`config.mk`:
```
export PLATFORM = sky130hd
export DESIGN_NAME = swrm_cell
export DESIGN_NICKNAME = d
export VERILOG_FILES = /design/src/stack_with_running_median_macros.svh /design/src/swrm_pkg.sv /design/src/swrm_cell.sv
export SDC_FILE = /design/constraint.sdc
export NUM_CORES = 1
export LEC_CHECK = 0
export ABC_CLOCK_PERIOD_IN_PS = 8300
export CORE_MARGIN = 4
export CORE_UTILIZATION = 45
export CTS_CLUSTER_SIZE = 12
export DETAILED_ROUTE_END_ITERATION = 12
export DONT_BUFFER_PORTS = 1
export GPL_TIMING_DRIVEN = 0
export SLEW_MARGIN = 20
export SYNTH_ARGS = -nofsm -noshare
export SYNTH_HDL_FRONTEND = slang
export SYNTH_SLANG_ARGS = --single-unit
```
`constraint.sdc`:
```
create_clock -name i_clk -period 8.3 [get_ports i_clk]
set_input_delay 1.66 -clock i_clk [delete_from_list [all_inputs] [get_ports i_clk]]
set_output_delay 1.66 -clock i_clk [all_outputs]
set_load 0.005 [all_outputs]
```
`src/stack_with_running_median_macros.svh`:
```
// assertion macros shared by the stack with running median block
// no dependencies; taken in by `include in the files that check their logic
`ifndef STACK_WITH_RUNNING_MEDIAN_MACROS_SVH
`define STACK_WITH_RUNNING_MEDIAN_MACROS_SVH

// condition holds in the same cycle as the antecedent
`define SWRM_ASSERT_NOW(label, clk, rst_n, ante, cons) \
    label: assert property (@(posedge clk) disable iff (!(rst_n)) (ante) |-> (cons)) \
        else $error("swrm check failed");

// condition holds in the cycle after the antecedent
`define SWRM_ASSERT_NEXT(label, clk, rst_n, ante, cons) \
    label: assert property (@(posedge clk) disable iff (!(rst_n)) (ante) |=> (cons)) \
        else $error("swrm check failed");

`endif

```
`src/swrm_pkg.sv`:
```
// shared types and constants of the stack with running median block
// no dependencies; used by the cell and the top level
package swrm_pkg;

    // field widths
    localparam int DATA_W    = 16;
    localparam int MODE_W    = 2;
    localparam int STATUS_W  = 2;

    // default number of entries and size of one median select group
    localparam int DEPTH_DEF = 256;
    localparam int MED_GROUP = 64;

    // operation codes
    localparam logic [MODE_W-1:0] MODE_PUSH = 2'd0;
    localparam logic [MODE_W-1:0] MODE_POP  = 2'd1;
    localparam logic [MODE_W-1:0] MODE_PEEK = 2'd2;

    // result status codes
    localparam logic [STATUS_W-1:0] ST_VALID = 2'd0;
    localparam logic [STATUS_W-1:0] ST_EMPTY = 2'd1;
    localparam logic [STATUS_W-1:0] ST_FULL  = 2'd2;

    // control sequencer states
    typedef enum logic [1:0] {
        S_IDLE,
        S_POP,
        S_MED,
        S_HOLD
    } t_state;

    // command broadcast to every sorted cell
    typedef struct packed {
        logic              ins;
        logic              rem;
        logic [DATA_W-1:0] key;
    } t_cell_ctl;

endpackage

```
`src/swrm_cell.sv`:
```
// one cell of the sorted chain: holds one value, shifts with its neighbors
// depends on swrm_pkg for the data width and the command struct
module swrm_cell (
    input  logic                     i_clk,
    input  swrm_pkg::t_cell_ctl      i_ctl,
    input  logic                     i_valid,
    input  logic [swrm_pkg::DATA_W-1:0] i_left_val,
    input  logic                     i_left_gt,
    input  logic [swrm_pkg::DATA_W-1:0] i_right_val,
    output logic [swrm_pkg::DATA_W-1:0] o_val,
    output logic                     o_gt
);

    logic [swrm_pkg::DATA_W-1:0] r_val;
    logic [swrm_pkg::DATA_W-1:0] n_val;
    logic                        at_or_above;

    // empty cells count as larger than any key, so insert lands after equals
    assign o_gt        = !i_valid || (r_val > i_ctl.key);
    // first cell at or above the key is the first copy of the removed value
    assign at_or_above = i_valid && (r_val >= i_ctl.key);

    // insert shifts right from the slot, remove shifts left into it
    always_comb begin
        n_val = r_val;
        if (i_ctl.ins && o_gt) begin
            n_val = i_left_gt ? i_left_val : i_ctl.key;
        end else if (i_ctl.rem && at_or_above) begin
            n_val = i_right_val;
        end
    end

    always_ff @(posedge i_clk) begin
        r_val <= n_val;
    end

    assign o_val = r_val;

endmodule
```
==> qor.yml <==
status:
  outcome: "finished clean"
placement:
  gp_congestion: 0.7793
  hpwl_um: 2483
  preCtsSetupSlack_ns: 3.564
  portBuffers: 0
  placed_cell_area_um2: 1414
timing:
  timing.fmax_mhz: 209.8
  layout_setup_ws_ns: 3.534
  finalCriticalPeriod_ns: 4.766
  drv_slew: 0
  clock_skew_ns: 0.005637
  rsz0062_at_grt: "no"
  hold_viol_final: 0
  setup_viol: 0
  fin_tns_setup_ns: 0
  post-route-period-util_pct: 57.43
  hold_slack_ns: 1.233
  worstMarginPinSlew_ns: 0.4963
  slew-limit-headroom_pct: 66.91
critical_path:
  cpMaxStageDelayCell: "nor3_2"
  crit_arrival_ns: 3.11
  cp_max_fo: 4
  cp-start-kind: "primary input"
  slowest_delay_ns: 0.35
  cp_cell_sequence: "inv_1 -> ha_1 -> nand4_1 -> nor3_2 -> o21ai_1 -> and2_1 -> a41oi_1"
  critical_path.top_delay_family: "simple AND/OR/NAND/NOR gates"
  cp.buffers_inverters: 1
  worst-setup-path-type: "in2out"
  crit_required_ns: 6.64
  cp-end-kind: "primary output"
yosys:
  synth_warnings: 0
  ys_types: 26
  synthCells: 135
  synth_area_um2: 1360
  ys_ff_latch: 16
  synth.avg_cell_area_um2: 10.07
  synth_nets: 204
  yosysSeqAreaShare_pct: 35.33
finish:
  final_area_um2: 1440
  mostFrequentLayoutCell: "nand2_1"
  layout.area.seq_um2: 480.5
  largest_reg_flops: 16
  drive_above_1_share_pct: 18.57
  nNetsFinal: 210
  layout_common_cells: "nand2_1 (21), inv_1 (19), ha_1 (16), edfxtp_1 (16), o21ai_0 (15)"
  areaGrowthSynthToFinish_pct: 5.888
  multi_input_area_um2: 789.5
  fillCellCount: 274
  diodes: 0
clock_tree:
  cts_sinks: 16
  cts_tree: "built"
  clk_path_buf_depth: 2
  cts_max_level: 1
  clk_pin_slew_worst_paths_ns: 0.09
  cts_inserted_buffers: 3
  cts-hold-fix-buffers: 0
  post_cts_buffers: 0
  clockRootBuffer: "clkbuf_4"
  cts_resized: 0
  worstSkewPairLatency_ns: 0.28
floorplanning:
  die_area_um2: 3966
  start_util_pct: 48.08
  dieHeight_um: 62.98
  rows: 19
  coreArea_um2: 2829
  ios: 70
  dieWidth_um: 62.98
global_route:
  grt_pass1_vias: 1074
  globalRouteOverflowTotal: 0
  antenna_found_initial: 0
  grt_use_total_pct: 15.74
  grt_pass1_wl_um: 4995
  grt_max_degree: 11
pwr:
  p_total_mw: 0.2166
  max-vdd-ir-drop_mv: 0.1161
  power_leakage_nw: 0.6293
  power.density_nw_per_um2: 150.4
drt:
  num_vias: 976
  post-route-drc-count: 0
  vias_per_cell: 5.708
  drtAntennaViolNets: 0
  first_pass_iters: 4
  routedWlPerCell_um: 17.74
  finalWirelength_um: 3033
  drt_iter0_markers: 19
flow_run:
  maxCapViolCount: 0
min_path:
  hold_class: "reg2reg"
-- cell usage after synthesis --
library cell	instances	area, µm²
nand2_1	21	78.83
inv_1	19	71.32
edfxtp_1	16	480.5
ha_1	16	200.2
o21ai_0	15	75.07
mux2_4	10	150.1
a21oi_1	7	35.03
mux2_2	7	78.83
clkbuf_1	3	11.26
and2_1	2	12.51
nand3_1	2	10.01
nand4_1	2	12.51
o21ai_1	2	10.01
a2111oi_4	1	27.53
a211oi_1	1	7.510
a21boi_1	1	7.510
a21oi_4	1	16.27
a41o_1	1	10.01
a41oi_1	1	8.760
and4_1	1	8.760
buf_6	1	11.26
nand2b_1	1	6.260
nor2_1	1	3.750
nor3_2	1	10.01
o221ai_1	1	8.760
o31ai_1	1	7.510
-- stage by stage --
stage | utilization [%] | cells
after floorplan | - | 135
after global placement | 49.45 | 166
after detailed placement | 49.98 | 167
after CTS | 50.91 | 171
after global routing | 50.91 | 171
final | 50.91 | 171
-- final cells by class --
cell class | count | share of cell area, %
timing repair buffer | 1 | 0.7819
buffer | 4 | 1.564
clock buffer | 3 | 1.564
clock inverter | 1 | 0.2606
multi-input combinational | 96 | 54.82
sequential | 16 | 33.36
inverter | 19 | 4.952
tap | 31 | 2.693
-- worst min-delay path, cell delays in order, from the launching register on --
cell	delay (ns)
edfxtp_1	0.40
ha_1	0.21
a2111oi_4	0.05
a21oi_4	0.27
mux2_2	0.20
-- metal layers --
metal	track usage, %	wire, µm	vias up
met2	27.93	1492	38
met5	0	0	-
met4	3.581	38	0
met1	17.35	1261	439
li1	-	-	495
met3	6.475	239	4
-- power by group --
group | switching, mW | internal [mW]
combinational | 0.0334 | 0.0312
sequential | 0.00771 | 0.102
clock | 0.0246 | 0.0174
-- path summary, 6_finish.rpt --
path / from / depth (start not counted) / slack, ns / endpoint
worst max-delay path: i_ctl[14] / 7 / 3.53 / o_gt
worst min-delay path: o_val[15] / 4 / 1.23 / o_val[1]
worst min register to register: o_val[15] / 4 / 1.23 / o_val[1]
worst max register to register: o_val[14] / 7 / 5.72 / o_val[6]
-- cells by family (layout without fill, tap and decap cells) --
family | Yosys count | in the layout | synth area share, %
AO/OA/AOI/OAI | 32 | 32 | 15.73
buffers and inverters | 23 | 28 | 6.900
AND/OR/NAND/NOR | 31 | 31 | 10.49
multiplexers | 17 | 17 | 16.84
adder cells (fa/ha/maj) | 16 | 16 | 14.72
flip-flops | 16 | 16 | 35.33
Power figures use the tool's default switching activity.
